### src/rtl/pvga_pkg.sv
// Shared types and constants for the pairwise voice grid allocator.
// No dependencies; the row memory, sequencer and top take names from here by scope.
`default_nettype none
package pvga_pkg;

	localparam int LIM_W   = 11;  // voice limit and reported count
	localparam int POS_W   = 10;  // scan positions of a find
	localparam int COORD_W = 6;   // one-based column / row fields
	localparam int IDX_W   = 2;   // config register index

	// widest grid the row memory command can address
	localparam int MAX_SIDE = 64;
	localparam int MAX_AW   = 6;

	localparam logic [1:0] KIND_NOTE  = 2'd0;
	localparam logic [1:0] KIND_FIND  = 2'd1;
	localparam logic [1:0] KIND_CLEAR = 2'd2;

	localparam logic [IDX_W-1:0] REG_VOICE_LIMIT = 2'd0;
	localparam logic [IDX_W-1:0] REG_CLAIM       = 2'd1;

	typedef enum logic [2:0] {
		ST_RELEASED,
		ST_GRANTED,
		ST_OVERFLOW,
		ST_IGNORED,
		ST_FOUND,
		ST_NONE,
		ST_BAD,
		ST_CLEARED
	} status_t;

	typedef struct packed {
		logic [1:0]         kind;
		logic [COORD_W-1:0] sender;
		logic [COORD_W-1:0] receiver;
		logic               note_on;
		logic [POS_W-1:0]   low_bound;
		logic [POS_W-1:0]   high_bound;
		logic               transposed;
	} req_t;

	typedef struct packed {
		status_t            status;
		logic [LIM_W-1:0]   active_count;
		logic               count_changed;
		logic               room_again;
		logic [COORD_W-1:0] col_out;
		logic [COORD_W-1:0] row_out;
		logic               on_out;
	} rsp_t;

	typedef struct packed {
		logic [IDX_W-1:0] index;
		logic [LIM_W-1:0] wdata;
	} cfg_wr_t;

	typedef struct packed {
		logic [LIM_W-1:0] voice_limit;
		logic             claim_on_find;
	} cfg_regs_t;

	// sequencer -> row memory
	typedef struct packed {
		logic                rd_en;
		logic [MAX_AW-1:0]   rd_row;
		logic                wr_en;
		logic [MAX_AW-1:0]   wr_row;
		logic [MAX_SIDE-1:0] wr_data;
		logic                clr;
	} mem_cmd_t;

endpackage
`default_nettype wire

### src/rtl/pvga_row_mem.sv
// Occupancy map: one memory row per grid row, one bit per column.
// Row valid flops make a clear instant. Depends on pvga_pkg.
`default_nettype none
module pvga_row_mem #(
	parameter int GRID_SIDE = 32
) (
	input  wire logic                 clk,
	input  wire logic                 arst_n,
	input  wire pvga_pkg::mem_cmd_t   cmd,
	output logic      [GRID_SIDE-1:0] rd_data
);

	localparam int AW = $clog2(GRID_SIDE);

	logic [GRID_SIDE-1:0] mem [GRID_SIDE];
	logic [GRID_SIDE-1:0] row_vld_q;
	logic [GRID_SIDE-1:0] rd_q;
	logic                 rd_vld_q;

	always_ff @(posedge clk) begin
		if (cmd.wr_en) begin
			mem[cmd.wr_row[AW-1:0]] <= cmd.wr_data[GRID_SIDE-1:0];
		end
		if (cmd.rd_en) begin
			rd_q <= mem[cmd.rd_row[AW-1:0]];
		end
	end

	always_ff @(posedge clk or negedge arst_n) begin
		if (!arst_n) begin
			row_vld_q <= '0;
			rd_vld_q  <= 1'b0;
		end else begin
			if (cmd.clr) begin
				row_vld_q <= '0;
			end else if (cmd.wr_en) begin
				row_vld_q[cmd.wr_row[AW-1:0]] <= 1'b1;
			end
			if (cmd.rd_en) begin
				rd_vld_q <= row_vld_q[cmd.rd_row[AW-1:0]];
			end
		end
	end

	// a row never written since the last clear reads as all free
	assign rd_data = rd_vld_q ? rd_q : '0;

endmodule
`default_nettype wire

### config.mk
export PLATFORM = sky130hd
export DESIGN_NAME = pvga_row_mem
export DESIGN_NICKNAME = d
export VERILOG_FILES = /design/src/rtl/pvga_pkg.sv /design/src/rtl/pvga_row_mem.sv
export SDC_FILE = /design/constraint.sdc
export NUM_CORES = 1
export LEC_CHECK = 0
export BUFFER_PORTS_ARGS = -buffer_cell sky130_fd_sc_hd__buf_2
export CORE_ASPECT_RATIO = 0.75
export CORE_MARGIN = 4
export CORE_UTILIZATION = 40
export CTS_CLUSTER_SIZE = 10
export DETAILED_ROUTE_END_ITERATION = 16
export GPL_TIMING_DRIVEN = 0
export PLACE_DENSITY_LB_ADDON = 0.08
export SLEW_MARGIN = 5
export SYNTH_ARGS = -nofsm -noshare
export SYNTH_HDL_FRONTEND = slang
export SYNTH_SLANG_ARGS = --single-unit
### constraint.sdc
create_clock -name clk -period 1.9 [get_ports clk]
set_clock_uncertainty 0.2 [all_clocks]
set_input_delay 0.38 -clock clk [delete_from_list [all_inputs] [get_ports clk]]
set_output_delay 0.38 -clock clk [all_outputs]
set_load 0.01 [all_outputs]
Word-level counts from Yosys, hierarchy flattened
Memories as Yosys holds them, arrays and structs flattened. A register that Yosys moved wholly into a read port is not among the register bits.
Index checks and enable logic that the tools add are counted.

word-level totals
  register bits = 33
  bits in writable memories = 1024
  bits of input ports = 81
  output and inout port bits = 32
  logic and storage cells = 18
  memories = 1

memories
  name  depth  width  rd ports  clocked after memory_dff  write ports  line                text
  mem   32     32     1         1                         1            pvga_row_mem.sv:15  logic [GRID_SIDE-1:0] mem [GRID_SIDE];

cells by class
  magnitude comparators = 3
  muxes and demuxes = 9
  bitwise operators = 1
  reduce and logical (&&, ||, !) cells = 2

operator list
  cell                                                                           number
  32-bit two-way mux                                                             3
  32-bit bitwise OR                                                              1
  5-bit by 6-bit less-than comparator with 1-bit output (second input constant)  2
  1-bit binary-select mux with 5-bit select                                      1
  1-bit demux with 5-bit select                                                  1
  5-bit by 1-bit >= comparator with 1-bit output (second input constant)         1
  1-bit two-way mux                                                              4
  2-bit nonzero test                                                             1
  1-bit logical AND                                                              1

Longest topological paths before layout
  depth in word-level cells = 7
  mapped depth = 8
  mapped depth without buffers = 5

Worst setup path before layout
Ideal clock, no wire load.

  path kind = input to register
  from = input cmd[65] in the netlist's numbering
  to = memory mem[12][0] (enable)
  data arrival time = 2.423 ns
  data required time = 1.277 ns
  path slack = -1.146 ns
  stages = 3
  buffers on the path = 1
  path through = or3b_2 clkbuf_1 nor2_1

RTL lines
  item                line                text
  start: declaration  pvga_row_mem.sv:9   input wire pvga_pkg::mem_cmd_t cmd,
  end: declaration    pvga_row_mem.sv:15

Straight into the memory's write port.

Worst setup path after layout
  from = register rd_vld_q
  to = output rd_data[25]

on the way
  cells in the longest elaborated chain, start to end = 1

ends and longest elaborated chain
  item                      line                text
  start: declaration        pvga_row_mem.sv:18  logic rd_vld_q;
  start signal: assignment  pvga_row_mem.sv:40  rd_vld_q <= row_vld_q[cmd.rd_row[AW-1:0]];
  32-bit two-way mux        pvga_row_mem.sv:46  assign rd_data = rd_vld_q ? rd_q : '0;
  end: declaration          pvga_row_mem.sv:10  output logic [GRID_SIDE-1:0] rd_data

No other way between the ends.

==> impl_metrics.env <==
export IMPL_slew_viol_final=0
export IMPL_max_stage_delay_ps=580
export IMPL_preCtsSetupSlack_ps=-1810
export IMPL_p_comb_frac=0.060
export IMPL_wl_per_cell_um=32.1
export IMPL_final_nets=2098
export IMPL_status="finished, violations left"
export IMPL_cts_tree="yes"
export IMPL_relSlewSlack=0.230
export IMPL_leakagePower_nw=15.9
export IMPL_cp_max_fo=11
export IMPL_port_buffers=74
export IMPL_layout_common_cells="edfxtp_1, mux4_2, clkbuf_16"
export IMPL_holdWs_ps=95.4
export IMPL_remaining_drc_errors=0
export IMPL_synth_fp_nets=1788
export IMPL_ant_nets=0
export IMPL_crit_path_top_delay_cell="dfrtp_4"
export IMPL_power_switching_mw=10.4
export IMPL_die_width_um=380
export IMPL_crit_family="flip-flops"
export IMPL_cts_clk_slew_worst_paths_ps=60
export IMPL_routed_via_density=5.67
export IMPL_cp_arrival_ps=1810
export IMPL_cellPowerDensity_mw_per_mm2=1010
export IMPL_cts_max_path_buffers=3
export IMPL_multi_input_area_mm2=0.00889
export IMPL_rows=101
export IMPL_ir_drop_uv=654
export IMPL_synth_cell_types=26
export IMPL_track_usage=0.203
export IMPL_drive_above_1_share=0.373
export IMPL_clock_sinks=1089
export IMPL_maxCapViolCount=0
export IMPL_grt_overflow_total=0
export IMPL_ys_warn_count=0
export IMPL_path_buf_inv=2
export IMPL_dp_cells=3170
export IMPL_dpl_hpwl_mm=70.5
export IMPL_worstMarginPinSlew_ps=1160
export IMPL_clock_latency_ps=720
export IMPL_path_class="flop to output pin"
export IMPL_cp_start_kind="flop"
export IMPL_synthCells=1707
export IMPL_finalSetupViolCount=64
export IMPL_hp_class="primary input to flop"
export IMPL_first_iter_violations=1953
export IMPL_initial_core_util=0.407
export IMPL_cp_data_required_time_ps=1320
export IMPL_grt_max_degree=35
export IMPL_drtPass1Iterations=5
export IMPL_io_pins=113
export IMPL_htreeDepth=3
export IMPL_seqCellArea_mm2=0.0325
export IMPL_ys_seq_area_frac=0.785
export IMPL_clkPwrFrac=0.404
export IMPL_netSwitchingFraction=0.208
export IMPL_fmax_mhz=418
export IMPL_die_area_mm2=0.109
export IMPL_synth_cell_area_mm2=0.0415
export IMPL_rsz0062_at_grt="yes"
export IMPL_numCtsBuffers=121
export IMPL_period_needed_ps=2390
export IMPL_pwr_share_seq=0.536
export IMPL_ys_seq_elements=1089
export IMPL_vias=19200
export IMPL_violations="negative setup slack"
export IMPL_cts_root_buf="clkbuf_16"
export IMPL_synth_area_per_cell_um2=24.3
export IMPL_final_common_cell="edfxtp_1"
export IMPL_grt_pass1_wl_mm=153
export IMPL_core_area_mm2=0.102
export IMPL_path_cells="clkbuf_16 -> and2_1 -> buf_2"
export IMPL_stdcell_count=3387
export IMPL_period_share=1.26
export IMPL_end_kind="output pin"
export IMPL_antenna_found_initial=1
export IMPL_grt_pass1_vias=19900
export IMPL_setup_ws_ps=-492
export IMPL_hold_viol=0
export IMPL_gp_congestion=0.710
export IMPL_fillers=8150
export IMPL_p_int_mw=39.6
export IMPL_fin_util=0.486
export IMPL_areaGrowthSynthToFinish_pct=19.4
export IMPL_die_y_um=287
export IMPL_wirelength_mm=109
## registers in the layout (all words and copies together), names as in the netlist
name / count
row_vld_q: 32
mem: 1024
rd_vld_q: 1
rd_q: 32
## cells by family (layout without fill, tap and decap cells)
| family | Yosys count | count (layout) | synth area share |
|---|---|---|---|
| flops | 1089 | 1089 | 0.785 |
| mux | 368 | 368 | 0.186 |
| simple gates | 155 | 155 | 0.0174 |
| buf+inv | 85 | 425 | 0.00993 |
| compound gates | 10 | 10 | 0.00166 |
| other cells | 0 | 1 | 0 |
## final timing paths
path / slack, ps / cells after the start / endpoint / startpoint
hold / removal: 100 / 1 / rd_q[30] / cmd[78]
min in group asynchronous: 110 / 2 / row_vld_q[31] / arst_n
hold reg to reg: 290 / 2 / row_vld_q[3] / row_vld_q[3]
max in group asynchronous: 820 / 2 / rd_vld_q / arst_n
setup reg to reg: -280 / 3 / rd_q[27] / mem[13][27]
setup / recovery: -490 / 3 / rd_data[25] / rd_vld_q
## final cells by class
class,count,share of cell area
clock inverters,12,0.00205
repair buffers,187,0.0459
plain buffers,85,0.0177
flip-flops and latches,1089,0.657
well taps,1339,0.0338
multi-input cells,533,0.179
diodes,1,0.0000505
clock buffers,141,0.0639
## power by group through the flow
stage | logic [mW] | clock network (mW) | registers, mW
6_report | 3.01 | 20.2 | 26.8
4_1_cts | 3.04 | 20.7 | 26.8
3_3_place_gp | 2.73 | 0 | 27.3
5_1_grt | 3.21 | 21.8 | 26.8
3_5_place_dp | 2.84 | 0 | 27.3
2_1_floorplan | 1.57 | 0 | 27.3
## per-stage QoR
stage          setup TNS, ps  cell area, um2  power [mW]
2_1_floorplan        -318110           41900        28.8
3_3_place_gp        -1815650           43900        30.0
3_5_place_dp         -799160           45200        30.2
4_1_cts               -24810           49400        50.6
5_1_grt               -25290           49500        51.8
6_report              -22050           49500        50.1
## worst reg2reg max path, delay by kind of cell, from the launching register on
family  cells  cell delay [ps]
muxes       3             1350
DFF         1              370
## Yosys cell counts (all sizes together)
cell    instances  share of area
or3             1        0.00015
a22oi           3        0.00054
mux2           32         0.0087
and3            1        0.00015
nor2           99         0.0090
a22o            1        0.00021
a21oi           3        0.00036
nand4           1        0.00015
nand3           3        0.00036
mux4          320           0.17
nand2           5        0.00045
dfrtp          33          0.020
clkbuf         48         0.0043
nand2b          2        0.00030
a31oi           1        0.00015
and2           33         0.0050
edfxtp       1056           0.76
mux2i          16         0.0039
a211oi          1        0.00018
nand3b          5        0.00091
buf            37         0.0056
or3b            3        0.00063
a41oi           1        0.00021
nor2b           2        0.00030
## layer usage
metal  share of wire  wire, um  GRT usage
met2            0.48     52200      0.324
met5               0         0          0
met4           0.014      1550     0.0360
met3           0.060      6480     0.0418
met1            0.45     48600      0.294
## repair_timing
item,in CTS,in global routing
pin swaps,16,1
hold buffers,34,0
gates resized for setup,96,18
setup endpoints to repair,482,76
hold endpoints to repair,1076,0
buffers inserted,26,3
Power figures use the tool's default switching activity.
